<file path="config.mk">
export PLATFORM = sky130hd
export DESIGN_NAME = ptice_cell
export DESIGN_NICKNAME = d
export VERILOG_FILES = /design/src/design/ptice_pkg.sv /design/src/design/ptice_cell.sv
export SDC_FILE = /design/constraint.sdc
export NUM_CORES = 1
export LEC_CHECK = 0
export BUFFER_PORTS_ARGS = -buffer_cell sky130_fd_sc_hd__buf_2
export CAP_MARGIN = 15
export CORE_MARGIN = 1
export CORE_UTILIZATION = 25
export DETAILED_ROUTE_END_ITERATION = 7
export MAX_ROUTING_LAYER = met4
export SYNTH_ARGS = -nofsm -noshare
export SYNTH_HDL_FRONTEND = slang
export SYNTH_SLANG_ARGS = --single-unit
</file>
<file path="constraint.sdc">
create_clock -name i_clk -period 5.3 [get_ports i_clk]
set_input_delay 1.325 -clock i_clk [delete_from_list [all_inputs] [get_ports i_clk]]
set_output_delay 1.325 -clock i_clk [all_outputs]
set_load 0.005 [all_outputs]
</file>
<file path="src/design/ptice_pkg.sv">
// ----------------------------------------------------------------------------
// ptice_pkg
// shared types, codes and constants of the temperature-interpolated
// polynomial coefficient evaluator
// ----------------------------------------------------------------------------
package ptice_pkg;

    localparam int NUM_TERMS_DEF = 8;

    // operation codes carried in tuser
    localparam logic [2:0] FN_LOAD   = 3'd0;
    localparam logic [2:0] FN_VALUE  = 3'd1;
    localparam logic [2:0] FN_DDT    = 3'd2;
    localparam logic [2:0] FN_DDB    = 3'd3;
    localparam logic [2:0] FN_D2DB2  = 3'd4;
    localparam logic [2:0] FN_DDTDB  = 3'd5;

    // result status codes
    localparam logic [1:0] ST_OK        = 2'd0;
    localparam logic [1:0] ST_SPAN_ZERO = 2'd1;
    localparam logic [1:0] ST_SAT       = 2'd2;

    // configuration register indexes
    localparam logic [1:0] CFG_TEMP_LOW   = 2'd0;
    localparam logic [1:0] CFG_TEMP_HIGH  = 2'd1;
    localparam logic [1:0] CFG_TERMS_USED = 2'd2;

    localparam logic [63:0] Q_MAX = 64'h7FFF_FFFF_FFFF_FFFF;
    localparam logic [63:0] Q_MIN = 64'h8000_0000_0000_0000;

    // one coefficient of each set for the same power
    typedef struct packed {
        logic [31:0] c1;
        logic [31:0] c0;
    } t_cpair;

    typedef struct packed {
        logic        done;
        logic [63:0] quot;
        logic [31:0] rem;
    } t_div_rsp;

    typedef enum logic [3:0] {
        S_IDLE,
        S_SLOT,
        S_PREP,
        S_MUL_LO,
        S_MUL_HI,
        S_RND,
        S_ADD,
        S_DIFF,
        S_DCHK,
        S_DIV,
        S_FIN,
        S_COMB,
        S_OUT
    } t_state;

endpackage

</file>
<file path="src/design/ptice_cell.sv">
// ----------------------------------------------------------------------------
// ptice_cell
// one ring cell: holds the lower and upper set coefficient of one power
// ----------------------------------------------------------------------------
module ptice_cell
    import ptice_pkg::*;
(
    input  logic        i_clk,
    input  logic        i_shift,
    input  t_cpair      i_prev,
    input  logic        i_load,
    input  logic        i_load_set,
    input  logic [31:0] i_load_data,
    output t_cpair      o_pair
);

    t_cpair r_pair;

    always_ff @(posedge i_clk) begin
        if (i_shift) begin
            r_pair <= i_prev;
        end else if (i_load) begin
            if (i_load_set) begin
                r_pair.c1 <= i_load_data;
            end else begin
                r_pair.c0 <= i_load_data;
            end
        end
    end

    assign o_pair = r_pair;

endmodule

</file>
Word-level counts from Yosys, hierarchy flattened
Index checks and enable logic that the tools add are counted.
{"block": "classes", "muxes": 4, "eq_ne": 1, "n_reduce_logical": 4}
{"operator": "64-bit two-way mux", "n": 2}
{"operator": "32-bit two-way mux", "n": 2}
{"operator": "2-bit AND reduction", "n": 2}
{"operator": "2-bit nonzero test", "n": 2}
{"operator": "2-bit != test, second input constant", "n": 1}
{"block": "totals", "wordCells": 11, "ff_bits": 64}

Logic depth before layout (Yosys ltp)
{"block": "logic_depth", "depth_word": 3, "ltp_mapped": 5, "ltp_nobuf": 2}

Worst setup path before layout
No wires, ideal clock.
{"block": "synth_path", "kind": "input to register", "from": "input i_shift", "to": "register r_pair (netlist bit o_pair[0]), enable pin", "arrival_time_ns": 2.248, "slack_ns": 2.664, "required_ns": 4.912, "stages": 3, "cell_sequence": "buf_6 > buf_4 > a21o_1"}
{"block": "synth_between", "elab_chain_len": 2, "elab_cells_between_ends": 3, "classes_between": "eq/ne (1); reduce/logical (2)"}
{"element": "from (decl)", "line_no": "ptice_cell.sv:9", "text": "input logic i_shift,"}
{"element": "2-bit != test (no source line) or 2-bit nonzero test (tied branches)"}
{"element": "2-bit AND reduction (no source line) *"}
{"element": "to (signal assigned)", "line_no": "ptice_cell.sv:21", "text": "r_pair <= i_prev;"}
{"element": "to (decl)", "line_no": "ptice_cell.sv:17", "text": "t_cpair r_pair;"}
Every way passes the cells marked *; elsewhere a longest branch is shown, timed or not.
A chain may end at the register's enable or synchronous reset.

Worst setup path in the final report
{"block": "layout_path", "from": "input i_shift", "to": "register r_pair (netlist bit o_pair[48]), enable pin"}
{"block": "layout_between", "elab_chain_len": 2, "elab_cells_between_ends": 3, "classes_between": "reduce/logical (3)"}
{"element": "2-bit nonzero test (no source line)"}
{"element": "2-bit AND reduction (no source line) *"}
Marks and branches as above.

==> results.json <==
{
  "drc": 0,
  "dieArea_sq_um": 11600,
  "route.antenna.remaining_nets": 0,
  "min_path_type": "in -> reg",
  "finalWirelength_mm": 6.54,
  "critical_path_fanouts_max": 39,
  "power_switching_uw": 293,
  "grt_max_degree": 61,
  "tritoncts_num_sinks": 64,
  "yosysSeqAreaShare": 0.691,
  "die_h_um": 107,
  "power-per-cell-area_nw_per_um2": 302,
  "clkPwrFrac": 0.308,
  "cts-root-to-sink-buffers": 2,
  "hold_ws_ns": 1.26,
  "cp-start-kind": "primary input",
  "arrival_ns": 2.75,
  "power.share.combinational": 0.146,
  "gp_routability_congestion": 0.733,
  "final.setup.tns_ns": 0,
  "utilization": 0.358,
  "main_combinational_cell_family_by_area_after_synthesis": "simple AND/OR/NAND/NOR gates",
  "tightestPinTransition_ns": 0.632,
  "seq_power_share": 0.547,
  "postSynthAreaPerCell_sq_um": 11.7,
  "setup.worst_path.end_class": "register",
  "crit_type": "in -> reg",
  "crit_required_ns": 5.32,
  "first_global_vias": 2134,
  "critical_path_depth": 3,
  "area_share_of_xor_xnor_cells_in_the_synthesized_design": 0,
  "worst_path_largest_cell_delay_ns": 0.56,
  "irDropWorstVdd_mv": 0.115,
  "yosys_warnings": 0,
  "layout-area-overhead-vs-synth_pct": 39.6,
  "critical_path.n_buffers_inverters": 2,
  "floorplan.core_area_sq_um": 10800,
  "layout_common_cells": "163 x sky130_fd_sc_hd__buf_2, 128 x sky130_fd_sc_hd__nand2_1, 64 x sky130_fd_sc_hd__edfxtp_1",
  "post-dp-hpwl_mm": 4.96,
  "final_hold_viol_count": 0,
  "grt.overflow.total": 0,
  "path_cells": "buf_2, a21o_1, buf_4",
  "drt_first_pass_iters": 4,
  "hold_depth": 3,
  "min_from": "i_prev[33]",
  "clock_tree_from_tritoncts": "built",
  "wire_length_of_the_first_global_routing_pass_mm": 9.94,
  "buffer_ports.inserted": 163,
  "num_vias": 2202,
  "synthAdderAreaFrac": 0,
  "compound_gate_portion_of_the_synthesized_area": 0.00540,
  "maxSlewViolCount": 0,
  "post_synth_and_or_nand_nor_area_fraction": 0.272,
  "cts.hold.buffers_added": 0,
  "switching_portion_of_total_power": 0.250,
  "synth_cells": 238,
  "internal_power_uw": 878,
  "postSynthNetCount": 338,
  "initial_antenna_violation_count": 0,
  "cts_max_level": 3,
  "hold_end": "o_pair[33]",
  "achievable-frequency_ghz": 0.366,
  "max_cap_viol_count": 0,
  "synth.distinct_cells": 11,
  "setup-violations-final": 0,
  "final.min_clock_period_ns": 2.73,
  "io-pin-count": 164,
  "cts_setup_buffers": 0,
  "run_status": "complete, no violations",
  "mostFrequentLayoutCell": "sky130_fd_sc_hd__buf_2",
  "cts_root_buf": "sky130_fd_sc_hd__clkbuf_8",
  "post_cts.resized_instances": 0,
  "number_of_cts_inserted_buffers": 9,
  "syn-cell-area_sq_um": 2780,
  "floorplan.die.width_um": 107,
  "largest_register_ffs": 64,
  "crit_start": "i_shift",
  "start_util": 0.257,
  "path_delay_family": "buffers and inverters",
  "post-route-period-util": 0.515,
  "post_route_cells_drive_above_1_share": 0.467,
  "drt_iter0_markers": 51,
  "setup_repair_after_global_routing_missed_its_margin": "false",
  "placement_rows": 38,
  "insertedDiodeCount": 0,
  "routed_wire_length_per_instance_um": 11.9,
  "post_synth_mux_area_share": 0,
  "total_routing_usage_gr": 0.118,
  "viasPerCell": 4.01,
  "synthesis_stage_register_bit_count": 64,
  "power_leakage_nw": 1.95,
  "slowest_stage": "sky130_fd_sc_hd__a21o_1",
  "clk_transition_reported_paths_ns": 0.07,
  "design.final.nets": 504,
  "max-slew-margin-rel": 0.579
}
[power by group through the flow]
stage,clock network (mW),logic [mW],registers (mW)
floorplan,0,0.0594,0.659
global placement,0,0.173,0.651
detailed placement,0,0.176,0.653
CTS,0.379,0.176,0.642
global route,0.394,0.193,0.645
finish,0.360,0.171,0.640
[worst max-delay path by stage]
stage	to	slack (ns)
floorplan	o_pair[0]	2.66
global placement	o_pair[50]	2.19
detailed placement	o_pair[50]	2.11
CTS	o_pair[60]	2.49
global route	o_pair[41]	2.37
finish	o_pair[48]	2.57
[worst min-delay path: stages]
cell and delay [ns]:
sky130_fd_sc_hd__buf_2 0.07, sky130_fd_sc_hd__nand2_1 0.04, sky130_fd_sc_hd__nand2_1 0.05
[cells by family (layout without fill, tap and decap cells)]
family,after synthesis,count (layout)
and+or+nand+nor,160,160
buffers and inverters,12,183
AOI/OAI and AO/OA,2,2
DFF,64,64
[routing by layer]
| layer | up-vias | global-route usage | share of wire |
|---|---|---|---|
| met5 | - | - | 0 |
| met3 | 8 | 0.0291 | 0.065 |
| met2 | 84 | 0.209 | 0.54 |
| li1 | 1105 | - | - |
| met4 | 0 | 0.0558 | 0.016 |
| met1 | 1005 | 0.123 | 0.38 |
[per-stage QoR]
step                      setup WS [ns]  total power, mW  area [sq um]  std cells
after floorplan                    2.66            0.718          2780        238
after global placement             2.19            0.824          3710        533
after detailed placement           2.11            0.829          3710        533
after CTS                          2.49             1.20          3880        549
after global routing               2.37             1.23          3880        549
final                              2.57             1.17          3880        549
[synth_stat cells]
library cell	number	area, sq um
sky130_fd_sc_hd__inv_1	1	3.75
sky130_fd_sc_hd__nand2_1	128	480
sky130_fd_sc_hd__buf_6	4	45.0
sky130_fd_sc_hd__clkbuf_2	1	5.00
sky130_fd_sc_hd__nand2b_4	10	138
sky130_fd_sc_hd__buf_2	4	20.0
sky130_fd_sc_hd__clkbuf_4	1	7.51
sky130_fd_sc_hd__buf_4	1	7.51
sky130_fd_sc_hd__edfxtp_1	64	1920
sky130_fd_sc_hd__nand2b_1	22	138
sky130_fd_sc_hd__a21o_1	2	15.0
[area by class of cell]
cell class | count | area [sq um]
multi-input cells | 162 | 771
inverters | 1 | 3.75
well taps | 140 | 175
fillers | 1140 | 6960
repair buffers | 166 | 838
clock buffers | 9 | 124
flip-flops and latches | 64 | 1920
clock inverters | 7 | 48.8
Note: power is estimated with default switching activity, not from simulation.
