## src/design/ptice_pkg.sv

```systemverilog
// ----------------------------------------------------------------------------
// ptice_pkg
// shared types, codes and constants of the temperature-interpolated
// polynomial coefficient evaluator
// ----------------------------------------------------------------------------
package ptice_pkg;

    localparam int NUM_TERMS_DEF = 8;

    // operation codes carried in tuser
    localparam logic [2:0] FN_LOAD   = 3'd0;
    localparam logic [2:0] FN_VALUE  = 3'd1;
    localparam logic [2:0] FN_DDT    = 3'd2;
    localparam logic [2:0] FN_DDB    = 3'd3;
    localparam logic [2:0] FN_D2DB2  = 3'd4;
    localparam logic [2:0] FN_DDTDB  = 3'd5;

    // result status codes
    localparam logic [1:0] ST_OK        = 2'd0;
    localparam logic [1:0] ST_SPAN_ZERO = 2'd1;
    localparam logic [1:0] ST_SAT       = 2'd2;

    // configuration register indexes
    localparam logic [1:0] CFG_TEMP_LOW   = 2'd0;
    localparam logic [1:0] CFG_TEMP_HIGH  = 2'd1;
    localparam logic [1:0] CFG_TERMS_USED = 2'd2;

    localparam logic [63:0] Q_MAX = 64'h7FFF_FFFF_FFFF_FFFF;
    localparam logic [63:0] Q_MIN = 64'h8000_0000_0000_0000;

    // one coefficient of each set for the same power
    typedef struct packed {
        logic [31:0] c1;
        logic [31:0] c0;
    } t_cpair;

    typedef struct packed {
        logic        done;
        logic [63:0] quot;
        logic [31:0] rem;
    } t_div_rsp;

    typedef enum logic [3:0] {
        S_IDLE,
        S_SLOT,
        S_PREP,
        S_MUL_LO,
        S_MUL_HI,
        S_RND,
        S_ADD,
        S_DIFF,
        S_DCHK,
        S_DIV,
        S_FIN,
        S_COMB,
        S_OUT
    } t_state;

endpackage

```

## src/design/ptice_div.sv

```systemverilog
// ----------------------------------------------------------------------------
// ptice_div
// restoring divider, one quotient bit a cycle: {hi,lo} / den with hi < den
// ----------------------------------------------------------------------------
module ptice_div
    import ptice_pkg::*;
(
    input  logic        i_clk,
    input  logic        i_rst_n,
    input  logic        i_start,
    input  logic [31:0] i_hi,
    input  logic [63:0] i_lo,
    input  logic [31:0] i_den,
    output t_div_rsp    o_rsp
);

    logic        r_busy, r_done;
    logic [5:0]  r_cnt;
    logic [31:0] r_rem, r_den;
    logic [63:0] r_lq;
    logic [32:0] w_sh, w_sub;
    logic        w_ge;

    assign w_sh  = {r_rem, r_lq[63]};
    assign w_ge  = w_sh >= {1'b0, r_den};
    assign w_sub = w_sh - {1'b0, r_den};

    always_ff @(posedge i_clk) begin
        if (!i_rst_n) begin
            r_busy <= 1'b0;
            r_done <= 1'b0;
            r_cnt  <= '0;
        end else begin
            r_done <= 1'b0;
            if (i_start) begin
                r_busy <= 1'b1;
                r_cnt  <= '0;
            end else if (r_busy) begin
                r_cnt <= r_cnt + 6'd1;
                if (r_cnt == 6'd63) begin
                    r_busy <= 1'b0;
                    r_done <= 1'b1;
                end
            end
        end
    end

    always_ff @(posedge i_clk) begin
        if (i_start) begin
            r_rem <= i_hi;
            r_lq  <= i_lo;
            r_den <= i_den;
        end else if (r_busy) begin
            r_rem <= w_ge ? w_sub[31:0] : w_sh[31:0];
            r_lq  <= {r_lq[62:0], w_ge};
        end
    end

    assign o_rsp = '{done: r_done, quot: r_lq, rem: r_rem};

endmodule

```

## config.mk

```make
export PLATFORM = sky130hd
export DESIGN_NAME = ptice_div
export DESIGN_NICKNAME = d
export VERILOG_FILES = /design/src/design/ptice_pkg.sv /design/src/design/ptice_div.sv
export SDC_FILE = /design/constraint.sdc
export NUM_CORES = 1
export LEC_CHECK = 0
export BUFFER_PORTS_ARGS = -buffer_cell sky130_fd_sc_hd__buf_2
export CAP_MARGIN = 20
export CORE_MARGIN = 8
export CORE_UTILIZATION = 35
export DETAILED_ROUTE_END_ITERATION = 8
export GPL_TIMING_DRIVEN = 1
export PLACE_DENSITY = 0.64
export REMOVE_ABC_BUFFERS = 1
export SLEW_MARGIN = 0
export SYNTH_ARGS = -nofsm -noshare
export SYNTH_HDL_FRONTEND = slang
export SYNTH_SLANG_ARGS = --single-unit
```

## constraint.sdc

```tcl
create_clock -name i_clk -period 4.49 [get_ports i_clk]
set_input_delay 1.347 -clock i_clk [delete_from_list [all_inputs] [get_ports i_clk]]
set_output_delay 1.347 -clock i_clk [all_outputs]
set_load 0.05 [all_outputs]
```

---- After elaboration in Yosys (flattened, before gate mapping) ----
Cells that the tools add are included.
storage, ports and cells
  output and inout bits ................... 97
  flip-flop bits (word level) ............. 136
  logic and storage cells ................. 24
cells by class
  bitwise gates (word level) .............. 2
  multiplexer cells ....................... 9
  equal/unequal tests ..................... 1
  reduce and logical (&&, ||, !) cells .... 3
  $add $sub $neg .......................... 2
  $lt $le $gt $ge ......................... 1
operator list
  cell                                                            count
  64-bit two-way mux                                              2
  32-bit two-way mux                                              3
  33-bit by 32-bit greater-or-equal comparator with 1-bit output  1
  32-bit subtractor                                               1
  6-bit by 1-bit adder with 6-bit output, second input constant   1
  6-bit equality test, second input constant                      1
  1-bit two-way mux                                               4
  3-bit OR reduction                                              1
  1-bit inverter                                                  2
  2-bit nonzero test                                              1
  2-bit OR reduction                                              1

---- Depth between registers and ports, before layout ----
  word-level depth ........................ 4
  gate-level depth with buffers ........... 13

---- Worst setup path before layout ----
No wires, ideal clock.
  path type ............................... input -> register
  start point ............................. in i_start
  end point ............................... reg r_lq[0], enable pin
  buffers on the path ..................... 2
  data required time ...................... 4.076 ns
  library setup time ...................... 0.414 ns
  cell stages on the path ................. 3
  slack ................................... 0.922 ns
  arrival ................................. 3.154 ns
  cell sequence ........................... clkbuf_1 clkbuf_1 or2_2
between the ends
  longest elaborated chain between the ends .. 1
RTL lines
  what                                 line             text
  start: declaration                   ptice_div.sv:10  input logic i_start,
  2-bit nonzero test (no source line)  -
  end signal: assignment               ptice_div.sv:51  r_lq <= i_lo;
  end signal: assignment               ptice_div.sv:55  r_lq <= {r_lq[62:0], w_ge};
  end: declaration                     ptice_div.sv:20  logic [63:0] r_lq;
Every way passes these cells.
A chain may end at the register's enable or synchronous reset.

---- Final worst setup path ----
  start point ............................. reg r_rem[3]
  end point ............................... reg r_rem[4], data pin
between the ends
  longest elaborated chain between the ends .. 4
  elaborated cells between the ends (all ways) .. 5
  classes of those cells .................. add/sub (1); order compare (1); mux (3)
RTL lines
  what                                                                                                 line                              text
  start: declaration                                                                                   ptice_div.sv:19                   logic [31:0] r_rem, r_den;
  start signal: assignment                                                                             ptice_div.sv:50                   r_rem <= i_hi;
  start signal: assignment                                                                             ptice_div.sv:54                   r_rem <= w_ge ? w_sub[31:0] : w_sh[31:0];
  32-bit subtractor or 33-bit by 32-bit greater-or-equal comparator with 1-bit output (tied branches)  ptice_div.sv:26, ptice_div.sv:25
  32-bit two-way mux *                                                                                 ptice_div.sv:54
  32-bit two-way mux *                                                                                 ptice_div.sv:53                   end else if (r_busy) begin
  32-bit two-way mux *                                                                                 ptice_div.sv:49                   if (i_start) begin
Every way passes the cells marked *; elsewhere a longest branch is shown, timed or not. The select of a mux whose other input is x is not followed.

==> impl_results.md <==
- Max Fclk: ~270 MHz
- Max-Cap Viols: 0
- Post-synthesis cell count: 577
- Buf/Inv on CP: 1
- Startpoint type of the worst setup path: flip-flop
- H-tree depth: 4
- Initial Util: about 36%
- Vias in the first global route: 5845
- Most frequent cells in the layout: buf_2, edfxtp_1, mux2_2
- Yosys warning count: 0
- Max incr delay on CP: 0.45 ns
- 1st-iter DRT viols: 217
- Crit Path Category: reg -> reg
- #FFs+latches synth: between 100 and 150
- Leak: roughly 0.004 uW
- Post-synth top area share: 51.0%
- Synth Flop Type: edfxtp_1
- Setup Buffers After CTS: 0
- Total track usage: between 15 and 20%
- Mapped Area: roughly 0.0075 mm2
- Ratio of cells with drive above 1 in the final layout: between 40% and 50%
- Clock buffer depth: 2
- RSZ-0062 raised after global routing: false
- Gp weighted congestion: 0.846
- Die area: between 0.02 and 0.03 mm2
- Final Cell Area: 0.00957 mm2
- Chip height: 163 um
- Buffers on Ports: 227
- CTS tree: yes
- Post-CTS Resized: 0
- Via density: 4.99
- Period Utilization, post-route: 83.8%
- Pwr Density: 686 mW/mm2
- Slowest cell on the critical path: buf_4
- Area grow syn2layout: 27.0%
- Routed Antenna Nets: 0
- Clk Latency, worst-skew pair: 0.42 ns
- Setup-failing EPs final: 0
- Post-synth EDFFs: 128
- Status: complete, no violations
- DR pass1 iterations: 5
- Row count: 53
- Min Tclk post-route: 3.76 ns
- Core area: 0.0211 mm2
- Clock-pin transition on the worst setup and hold timing paths: 0.07 ns
- Most common cell after layout, fill and taps aside: buf_2
- Worst Path Arrival: between 3 and 4 ns
- Crit path top cell by count: mux2_2
- Largest net degree at the start of global routing: 49
- Clock Sinks: 136
- Final Slew Violations: 0
- # DRC: 0
- CP Max Fanout: 24
- Peak supply drop: 0.000275 V
- Final #Nets: 970
- Cell accounting for the most synthesized area: edfxtp_1
- Top post-synthesis cells by area: edfxtp_1, mux2_2, ha_1
- Die Wd: 163 um
- Clock root buffer: clkbuf_16
- Max_slew headroom: 62.0%
- Distinct cell type count after synthesis: 60
- Final hold slack: 0.491 ns
- Fin Clk Skew: ~0.014 ns
- Crit path cell chain: ha_1 > a21o_1 > a31oi_1 > nand2_2 > a31oi_4 > o311a_4 > o21ai_4 > o22ai_4 > buf_4 > mux2_2 > mux2_2
- Family with the most delay on the worst path: compound AO/OA/AOI/OAI gates
- Initial antenna violation count: 7
- Sum of negative setup slack: 0 ns
- Post-DP Area: between 0.008 and 0.009 mm2
- Inserted Clock Buffers: 17
- Final wirelength: 21.0 mm
- CTS Hold Bufs: 0
- Setup crit end kind: flip-flop
- Tightest Pin Transition: between 0.5 and 0.6 ns
- Min-delay worst type: reg -> reg
- Seq/Total Area, Yosys: 53.1%
- Asr flop ratio synth: 0%
- Syn avg cell area: 13.1 um2
- Worst EP required: roughly 4.7 ns
- First-pass GRT wire length: 32.5 mm
- Post-DP HPWL: approximately 16 mm
- Via count: 5469
- # IOs: roughly 230
- Total gr overflow: 0
- Routed length per instance: roughly 19 um
- Final Hold Fails: 0
## kinds of logic (layout without fill, tap and decap cells)
logic type / Yosys count / in the layout / synth area share [%]
AO/OA/AOI/OAI: 103 / 103 / 10.2
XOR/XNOR: 34 / 34 / 3.95
adder cells (fa/ha/maj): 34 / 34 / 5.75
buffers and inverters: 64 / 305 / 3.55
flip-flops: 136 / 136 / 53.1
multiplexers: 112 / 112 / 17.1
other: 0 / 4 / 0
AND/OR/NAND/NOR: 94 / 94 / 6.23
## Yosys cell counts (5+ instances only)
library cell / instances
a21oi_1: 29
clkbuf_1: 17
xnor2_1: 17
o21a_1: 5
ha_1: 33
mux2i_1: 6
nor2_1: 22
dfxtp_1: 8
nand2_1: 27
edfxtp_1: 128
o21ai_0: 10
a221o_1: 6
inv_1: 39
and3b_1: 5
nand4_1: 8
xor2_1: 17
nand3_1: 7
mux2_4: 10
a21o_1: 13
mux2_2: 93
## final timing paths
| check | from | end | slack, ns | depth (start not counted) |
|---|---|---|---|---|
| worst max-delay path | r_rem[3] | r_rem[4] | 0.73 | 11 |
| worst max register to register | r_rem[3] | r_rem[4] | 0.73 | 11 |
| worst min register to register | r_cnt[5] | r_done | 0.49 | 2 |
| worst min-delay path | r_cnt[5] | r_done | 0.49 | 2 |
## sequential cells by signal (all words and copies together) (netlist names)
| register | cells |
|---|---|
| r_lq | 64 |
| r_den | 32 |
| r_rem | 32 |
| r_cnt | 6 |
| r_busy | 1 |
| r_done | 1 |
## layer usage
layer  global-route usage, %  part of all wire (%)  wire (um)  up-vias
li1                        -                     -          -     2635
met1                    19.0                    43       9100     2593
met2                    24.9                    45       9460      208
met3                    7.43                    10       2130       25
met4                    4.34                   1.2        249        8
met5                       0                  0.25         52        -
## stage by stage
| stage | worst slack [ns] | util [%] | power (uW) | std cells |
|---|---|---|---|---|
| final | 0.729 | 45.4 | 6560 | 1097 |
| after global routing | 0.546 | 45.3 | 6960 | 1094 |
| after CTS | 0.704 | 45.3 | 6640 | 1093 |
| after detailed placement | 0.764 | 42.5 | 5170 | 1061 |
| after global placement | 0.852 | 42.5 | 5150 | 1061 |
| after floorplan | 0.814 | - | 4420 | 552 |
## area by class of cell
cell class / instances / area, um2
diodes: 4 / 10.0
clock buffers: 18 / 439
clock inverters: 14 / 151
fillers: 2053 / 11500
inverters: 39 / 146
multi-input cells: 377 / 3270
flip-flops and latches: 136 / 4000
well taps: 275 / 344
repair buffers: 234 / 1210
## power breakdown
part / total, uW / switching (uW) / internal [uW]
Sequential: 1870 / 163 / 1710
Combinational: 3260 / 1980 / 1290
Clock: 1430 / 626 / 803
## tightest hold or removal path, stage by stage, from the launching register on
cell	delay (ns)
dfxtp_1	0.32
nand2_1	0.08
nor4_1	0.05
Note: power is estimated with default switching activity, not from simulation.
